File: src/rtl/iida_pkg.sv
// shared constants and control types for the indexed insert/delete array
package iida_pkg;

   localparam int CAPACITY_DEFAULT = 128;

   localparam int ACTION_W   = 2;
   localparam int POSITION_W = 7;
   localparam int VALUE_W    = 32;
   localparam int STATUS_W   = 2;
   localparam int FILL_W     = 8;

   localparam logic [ACTION_W-1:0] ACTION_INSERT = 2'd0;
   localparam logic [ACTION_W-1:0] ACTION_DELETE = 2'd1;
   localparam logic [ACTION_W-1:0] ACTION_READ   = 2'd2;

   localparam logic [STATUS_W-1:0] STATUS_DONE  = 2'd0;
   localparam logic [STATUS_W-1:0] STATUS_FULL  = 2'd1;
   localparam logic [STATUS_W-1:0] STATUS_RANGE = 2'd2;

   typedef struct packed {
      logic                load;
      logic                init_ptr_ins;
      logic                init_ptr_del;
      logic                rd_en;
      logic                rd_pos;
      logic                rd_below;
      logic                wr_shift;
      logic                wr_value;
      logic                ptr_dec;
      logic                ptr_inc;
      logic                count_inc;
      logic                count_dec;
      logic                finish;
      logic [STATUS_W-1:0] fin_status;
      logic                capture_read;
   } cmd_type;

   typedef struct packed {
      logic                is_insert;
      logic                is_delete;
      logic                fail;
      logic [STATUS_W-1:0] fail_code;
      logic                ins_first_last;
      logic                del_first_last;
      logic                ins_next_last;
      logic                del_next_last;
   } sts_type;

endpackage

File: src/rtl/iida_ctrl.sv
// controller state machine sequencing checks, entry shifts and the response
module iida_ctrl (
   input  logic              clock,
   input  logic              reset,
   input  logic              req_valid,
   input  logic              rsp_ready,
   input  iida_pkg::sts_type sts,
   output iida_pkg::cmd_type cmd,
   output logic              req_ready,
   output logic              rsp_valid
);

   typedef enum logic [3:0] {
      ST_IDLE,
      ST_CHECK,
      ST_INS_RD,
      ST_INS_WR,
      ST_INS_LAST,
      ST_DEL_RD,
      ST_DEL_WR,
      ST_DEL_LAST,
      ST_RD_WAIT,
      ST_RESP
   } state_type;

   state_type state_ff, state_in;
   logic      req_ready_ff;
   logic      rsp_valid_ff;

   always_comb begin
      cmd      = '0;
      state_in = state_ff;
      case (state_ff)
         ST_IDLE: begin
            if (req_valid && req_ready_ff) begin
               cmd.load = 1'b1;
               state_in = ST_CHECK;
            end
         end
         ST_CHECK: begin
            if (sts.fail) begin
               cmd.finish     = 1'b1;
               cmd.fin_status = sts.fail_code;
               state_in       = ST_RESP;
            end else if (sts.is_insert) begin
               cmd.init_ptr_ins = 1'b1;
               state_in         = sts.ins_first_last ? ST_INS_LAST : ST_INS_RD;
            end else if (sts.is_delete) begin
               cmd.init_ptr_del = 1'b1;
               state_in         = sts.del_first_last ? ST_DEL_LAST : ST_DEL_RD;
            end else begin
               cmd.rd_en  = 1'b1;
               cmd.rd_pos = 1'b1;
               state_in   = ST_RD_WAIT;
            end
         end
         ST_INS_RD: begin
            cmd.rd_en    = 1'b1;
            cmd.rd_below = 1'b1;
            state_in     = ST_INS_WR;
         end
         ST_INS_WR: begin
            cmd.wr_shift = 1'b1;
            cmd.ptr_dec  = 1'b1;
            state_in     = sts.ins_next_last ? ST_INS_LAST : ST_INS_RD;
         end
         ST_INS_LAST: begin
            cmd.wr_value   = 1'b1;
            cmd.count_inc  = 1'b1;
            cmd.finish     = 1'b1;
            cmd.fin_status = iida_pkg::STATUS_DONE;
            state_in       = ST_RESP;
         end
         ST_DEL_RD: begin
            cmd.rd_en = 1'b1;
            state_in  = ST_DEL_WR;
         end
         ST_DEL_WR: begin
            cmd.wr_shift = 1'b1;
            cmd.ptr_inc  = 1'b1;
            state_in     = sts.del_next_last ? ST_DEL_LAST : ST_DEL_RD;
         end
         ST_DEL_LAST: begin
            cmd.count_dec  = 1'b1;
            cmd.finish     = 1'b1;
            cmd.fin_status = iida_pkg::STATUS_DONE;
            state_in       = ST_RESP;
         end
         ST_RD_WAIT: begin
            cmd.capture_read = 1'b1;
            cmd.finish       = 1'b1;
            cmd.fin_status   = iida_pkg::STATUS_DONE;
            state_in         = ST_RESP;
         end
         ST_RESP: begin
            if (rsp_ready && rsp_valid_ff) begin
               state_in = ST_IDLE;
            end
         end
         default: begin
            state_in = ST_IDLE;
         end
      endcase
   end

   always_ff @(posedge clock) begin
      if (reset) begin
         state_ff     <= ST_IDLE;
         req_ready_ff <= 1'b1;
         rsp_valid_ff <= 1'b0;
      end else begin
         state_ff     <= state_in;
         req_ready_ff <= (state_in == ST_IDLE);
         rsp_valid_ff <= (state_in == ST_RESP);
      end
   end

   assign req_ready = req_ready_ff;
   assign rsp_valid = rsp_valid_ff;

endmodule

File: config.mk
export PLATFORM = sky130hd
export DESIGN_NAME = iida_ctrl
export DESIGN_NICKNAME = d
export VERILOG_FILES = /design/src/rtl/iida_pkg.sv /design/src/rtl/iida_ctrl.sv
export SDC_FILE = /design/constraint.sdc
export NUM_CORES = 1
export LEC_CHECK = 0
export BUFFER_PORTS_ARGS = -buffer_cell sky130_fd_sc_hd__clkbuf_2
export CAP_MARGIN = 25
export CORE_ASPECT_RATIO = 0.9
export CORE_MARGIN = 2
export CORE_UTILIZATION = 35
export DETAILED_ROUTE_END_ITERATION = 8
export GPL_TIMING_DRIVEN = 0
export PLACE_DENSITY = 0.71
export SLEW_MARGIN = 25
export SYNTH_ARGS = -nofsm -noshare
export SYNTH_HDL_FRONTEND = slang
export SYNTH_SLANG_ARGS = --single-unit
File: constraint.sdc
create_clock -name clock -period 2.5 [get_ports clock]
set_clock_uncertainty 0.1 [all_clocks]
set_input_delay 0.5 -clock clock [delete_from_list [all_inputs] [get_ports clock]]
set_output_delay 0.5 -clock clock [all_outputs]
set_load 0.01 [all_outputs]
* Yosys cells after proc, flatten, opt, wreduce, memory -nomap -nowiden
Index checks and enable logic that the tools add are counted.
Word-level totals: flip-flop bits (word level) 6, input port bits 13, output and inout bits 18
Operators by class: equal/unequal tests 10, mux-type cells 29, reduce and logical (&&, ||, !) cells 7
Operator list (number):
- $pmux W4 S8 | 1
- $mux W4 | 6
- $eq A4 B3 Y1 const B | 4
- $eq A4 B4 Y1 const B | 3
- $mux W1 | 12
- $mux W3 | 4
- $eq A4 B2 Y1 const B | 2
- $logic_not A4 Y1 | 2
- $mux W2 | 4
- $pmux W3 S2 | 1
- $eq A4 B1 Y1 const B | 1
- $reduce_or A2 Y1 | 2
- $reduce_or A3 Y1 | 1
- $logic_and A1 B1 Y1 | 2
- $pmux W1 S2 | 1

* Depth between registers and ports, before layout
Gate-level depths: netlist of run 1.
depth in word-level cells 6, mapped depth 5

* Worst setup path before layout of run 1
No wires, ideal clock.
path kind flip-flop to output port, start point register state_ff[0], end point output port cmd[12] in the netlist's numbering, arrival 1389 ps, setup slack 511 ps, cell stages (with the launch flop) 6, path buffers 1, path through dfxtp_1 buf_2 nor4b_4 nand2_1 nor3_1 a21o_1
RTL lines:
- start, declared | RTL line iida_ctrl.sv:26 | state_type state_ff, state_in;
- start signal, assigned | RTL line iida_ctrl.sv:112 | state_ff <= state_in;
- end, declared | RTL line iida_ctrl.sv:8 | output iida_pkg::cmd_type cmd,

==> impl_metrics.yaml, run 1 <==
power:
  p_leak_nw: 0.377
  power_switching_uw: 310
  p_comb_share_pct: 63.6
  switching_share_pct: 44.7
  p_per_area_mw_per_mm2: 971
  intPower_uw: 383
  clkPwrFrac_pct: 13.2
  p_seq_share_pct: 23.2
  peakVddDrop_mv: 0.499
floorplanning:
  core-area_mm2: 0.00140
  die-area_mm2: 0.00177
  rows: 13
  die_w_um: 44.1
  ios: 31
  die_h_um: 40.1
  initial_core_util_pct: 36.2
logic_synthesis:
  syn_inst: 68
  netlist_area_um2: 507
  yosysTopAreaCell: "dfxtp_1"
  yosysMostFrequentCell: "nor2_1"
  synth_edf_count: 0
  ys_seq_area_share_pct: 23.7
  synth_ff_type: "dfxtp_1"
  ys_warn_count: 0
  syn-mean-instance-area_um2: 7.45
  synth_top_area_share_pct: 23.7
  yosysUniqueCellTypes: 32
  synth_common_cells: "nor2_1 (12), dfxtp_1 (6), a21oi_1 (4), and3_1 (4)"
  synth_seq_cells: 6
  synth.area.top_cells: "dfxtp_1 (24%), nor2_1 (8.9%), and3_1 (4.9%)"
  synth-async-reset-ratio_pct: 0
  synth_fp_nets: 81
routing:
  m1WireLength_um: 707
  drtAntennaViolNets: 0
  met2_wirelength_um: 712
  drt_wl_total_um: 1500
  wl_met3_um: 79
  wire_per_inst_um: 12.7
  route.detailed.drc: 0
  dr.max_layer_used: "met3"
  drt_iter0_drc: 15
  num_vias: 621
  via_per_inst: 5.26
  firstDrtPassIters: 4
global_route:
  grt_pass1_wl_um: 2110
  antenna_found_initial: 0
  gr-total-overflow: 0
  grt_max_degree: 11
  grtUsageTotal_pct: 16.5
  grt_pass1_vias: 507
place:
  portBuffers: 30
  gp_congestion: 0.798
  hpwlAfterDp_um: 1110
  placed_cells: 113
job:
  cap_violations: 0
timing:
  maxSlewViolCount: 0
  grt_setup_unrepaired: "false"
  fin_crit_sh_pct: 92.9
  hold_violations: 0
  setup_violations: 0
  fin_crit_ns: 2.32
  tns_ns: 0
  tightest_slew_ns: 0.368
  timing.fmax_mhz: 430
  relSlewSlack_pct: 75.3
min_path:
  worstHoldPathType: "input port to register"
setup_path:
  required_ns: 1.90
  worstSetupStartpointType: "register"
  critPathKind: "register to primary output"
  arrival_ns: 1.72
  cp-end-kind: "primary output"
  critPathMaxFanout: 10
clocking:
  clk_pin_slew_worst_paths_ns: 0.05
  clk_path_buf_depth: 2
  numCtsBuffers: 3
  clkLatencyLatePin_ns: 0.25
  cts_setup_buffers: 0
  clockRootBuffer: "clkbuf_4"
  cts_tree: "built"
  cts.sinks: 6
  htree_levels: 1
  hold_buffers: 0
  cts_resized: 0
final_layout:
  stdcell_count: 118
  antenna_cells: 0
  drive_gt1_share_pct: 39.8
  area_growth_pct: 40.7
  nets: 118
  fill_cells: 144
run_status:
  status: "completed"
## final timing paths
check / startpoint / end / slack (ns) / depth (start not counted)
setup / recovery: state_ff[0]$_SDFF_PP0_ / cmd[12] / 0.18 / 6
hold reg to reg: req_ready$_SDFF_PP1_ / state_ff[0]$_SDFF_PP0_ / 0.65 / 3
hold / removal: reset / state_ff[3]$_SDFF_PP0_ / 0.40 / 2
setup reg to reg: state_ff[0]$_SDFF_PP0_ / rsp_valid$_SDFF_PP0_ / 0.84 / 6
## layout make-up
class                           instances  area [µm²]  area share [%]
Multi-Input combinational cell         55         347            48.6
Timing Repair Buffer                   32         165            23.2
Sequential cell                         6         120            16.8
Buffer                                  4        28.8            4.04
Clock buffer                            3        22.5            3.16
Tap cell                               15        18.8            2.63
Inverter                                3        11.3            1.58
## placed cells by master (no fill, tap or decap), types with 2 or more instances in the layout
cell type and count:
nand2b_1 3, clkbuf_4 3, buf_2 2, clkbuf_2 30, buf_4 3, a21oi_1 4, nand2_1 3, nor2_1 12
dfxtp_1 6, or2_1 2, a2bb2oi_1 2, a211oi_1 2, inv_1 3, o21ai_0 2, nand3b_1 2, nor2b_1 2
and3_1 4, nor3_1 2
## power by group through the flow
stage | registers [mW] | logic (mW) | clock network [mW]
floorplan | 0.162 | 0.286 | 0
global placement | 0.159 | 0.409 | 0
detailed placement | 0.161 | 0.413 | 0
CTS | 0.161 | 0.416 | 0.0943
global route | 0.165 | 0.472 | 0.0975
finish | 0.161 | 0.441 | 0.0914
## sequential cells by signal (all words and copies together) (netlist names)
register   count
state_ff       4
req_ready      1
rsp_valid      1
## kinds of logic (layout without fill, tap and decap cells)
group | Yosys count | in the layout | share of synthesized area [%]
AOI/OAI and AO/OA | 17 | 17 | 23.0
and+or+nand+nor | 37 | 37 | 43.5
muxes | 1 | 1 | 1.98
buffers and inverters | 7 | 42 | 7.90
DFF | 6 | 6 | 23.7
## through the flow
stage | power, mW | instance area [µm²] | utilization, % | hold WS [ns] | setup WS, ns
floorplan | 0.447 | 507 | - | 0.469 | 0.511
global placement | 0.568 | 676 | 48.3 | 0.608 | 0.394
detailed placement | 0.574 | 676 | 48.3 | 0.608 | 0.387
CTS | 0.671 | 698 | 49.9 | 0.383 | 0.110
global route | 0.734 | 713 | 51.0 | 0.413 | 0.135
finish | 0.693 | 713 | 51.0 | 0.397 | 0.177
## worst max-delay path, cell delays in order (launching register included)
cell      delay [ns]
dfxtp_1         0.30
buf_2           0.19
nor4b_4         0.29
nand2_1         0.15
nor3_1          0.28
a21o_1          0.15
clkbuf_2        0.13
## per-layer routing
metal | track usage (%) | vias to the layer above
met1 | 20.3 | 285
met5 | 0 | -
met4 | 6.82 | 0
met2 | 29.8 | 20
met3 | 1.80 | 0
li1 | - | 316
No activity file was read; power rests on OpenSTA's default activity.
==> run 2, diff against run 1 <==
- ABC_AREA: default -> 1
- PLACE_DENSITY: 0.71 -> 0.69
==> impl_metrics.yaml, run 2 <==
run_status:
  status: "completed"
timing:
  tns_ns: 0
  maxSlewViolCount: 0
  grt_setup_unrepaired: "false"
  tightest_slew_ns: 0.239
  fin_crit_sh_pct: 83.2
  timing.fmax_mhz: 480
  setup_violations: 0
  fin_crit_ns: 2.08
  hold_violations: 0
  hold_slack_ns: 0.364
  relSlewSlack_pct: 84.0
power:
  p_leak_nw: 0.513
  total_power_uw: 637
  peakVddDrop_mv: 0.565
  p_per_area_mw_per_mm2: 818
clocking:
  clk_pin_slew_worst_paths_ns: 0.04
  clk_path_buf_depth: 2
  htree_levels: 1
  clkLatencyLatePin_ns: 0.24
  numCtsBuffers: 3
  clockRootBuffer: "clkbuf_4"
  cts_tree: "built"
  hold_buffers: 0
  cts.sinks: 6
  cts_setup_buffers: 0
  cts_resized: 0
logic_synthesis:
  ys_warn_count: 0
  synth_ff_type: "dfxtp_1"
  synth_seq_cells: 6
  synth_edf_count: 0
  synth_fp_nets: 114
  synth_top_area_share_pct: 20.8
  yosysTopAreaCell: "dfxtp_1"
  ys_seq_area_share_pct: 20.8
  synth.area.top_cells: "dfxtp_1 (21%), nand2_1 (14%), inv_1 (12%)"
  synth-async-reset-ratio_pct: 0
  synth_common_cells: "nand2_1 (22), inv_1 (19), nor2_1 (16), nand3_1 (9)"
  netlist_area_um2: 578
  yosysUniqueCellTypes: 19
  syn_inst: 101
  syn-mean-instance-area_um2: 5.72
  yosysMostFrequentCell: "nand2_1"
floorplanning:
  die_h_um: 42.6
  initial_core_util_pct: 38.6
  die-area_mm2: 0.00199
  rows: 13
  core-area_mm2: 0.00150
  die_w_um: 46.8
  ios: 31
global_route:
  grtUsageTotal_pct: 14.9
  grt_pass1_wl_um: 2180
  grt_pass1_vias: 559
  gr-total-overflow: 0
  antenna_found_initial: 0
  grt_max_degree: 6
setup_path:
  cpPeakStageDelay_ns: 0.36
  path_buf_inv: 2
  arrival_ns: 1.48
  worstPathCellList: "nor2_4, inv_2, nor2_4, nand2_1, o221ai_1, clkbuf_2"
  critPathKind: "register to primary output"
  critical_path.slowest_cell: "dfxtp_1"
  cp-end-kind: "primary output"
  required_ns: 1.90
  worstSetupStartpointType: "register"
  critPathMaxFanout: 5
  path_delay_family: "simple AND/OR/NAND/NOR gates"
  crit_top_cell: "nor2_4"
routing:
  drtAntennaViolNets: 0
  via_per_inst: 4.37
  wire_per_inst_um: 8.84
  drt_wl_total_um: 1380
  firstDrtPassIters: 3
  route.detailed.drc: 0
  num_vias: 681
  drt_iter0_drc: 4
final_layout:
  final_cell_mix: "clkbuf_2 (30), nand2_1 (22), inv_1 (19)"
  area_growth_pct: 34.6
  largest_reg_flops: 4
  top_register: "state_ff"
  fin_area_um2: 778
  nets: 149
  antenna_cells: 0
  final_util_pct: 52.0
  drive_gt1_share_pct: 41.0
  final_common_cell: "clkbuf_2"
place:
  gp_congestion: 0.791
  place_area_um2: 756
  hpwlAfterDp_um: 1230
  portBuffers: 30
job:
  cap_violations: 0
min_path:
  worstHoldPathType: "input port to register"
-- run 2: cell types whose count changed after synthesis, moves of 3 or more --
cell and delta:
nand3_1 +8, nand2_2 +3, nand2b_1 -3, a21oi_1 -3
and3_1 -3, nor2_1 +4, nor2_2 +5, inv_2 +6
inv_1 +16, nand2_1 +19, nor2_4 +4
-- run 2: kinds of logic after synthesis --
logic type	synth area share, %
buffers and inverters	17.5
DFF	20.8
AOI/OAI and AO/OA	8.23
and+or+nand+nor	53.5
-- run 2: report_power, final --
group	internal [mW]	switching, mW	total [mW]
Clock	0.0541	0.0318	0.0859
Sequential	0.126	0.0365	0.163
Combinational	0.142	0.246	0.388
Total	0.322	0.315	0.637
-- run 2: path summary, 6_finish.rpt --
check	startpoint	to	slack, ns	depth (start not counted)
setup reg to reg	state_ff[2]$_SDFF_PP0_	req_ready$_SDFF_PP1_	1.12	8
setup / recovery	state_ff[2]$_SDFF_PP0_	cmd[12]	0.42	6
hold reg to reg	state_ff[1]$_SDFF_PP0_	state_ff[1]$_SDFF_PP0_	0.56	2
hold / removal	reset	state_ff[0]$_SDFF_PP0_	0.36	2
-- run 2: layer usage --
| layer | up-vias | part of all wire [%] | wire length [µm] | track usage [%] |
|---|---|---|---|---|
| met5 | - | 0 | 0 | 0 |
| met4 | 0 | 0 | 0 | 1.67 |
| met3 | 0 | 6.5 | 90 | 5.17 |
| met2 | 20 | 47 | 653 | 23.8 |
| met1 | 288 | 46 | 635 | 19.6 |
| li1 | 373 | - | - | - |
-- run 2: through the flow --
| step | instances | worst slack [ns] |
|---|---|---|
| after floorplan | 101 | 0.854 |
| after global placement | 153 | 0.667 |
| after detailed placement | 153 | 0.682 |
| after CTS | 156 | 0.427 |
| after global routing | 156 | 0.299 |
| final | 156 | 0.419 |
-- run 2: layout make-up --
type | instances | area (µm²)
inverters | 25 | 93.8
repair buffers | 30 | 150
well taps | 22 | 27.5
flip-flops and latches | 6 | 120
fillers | 169 | 718
clock buffers | 3 | 22.5
multi-input cells | 69 | 357
plain buffers | 1 | 7.51
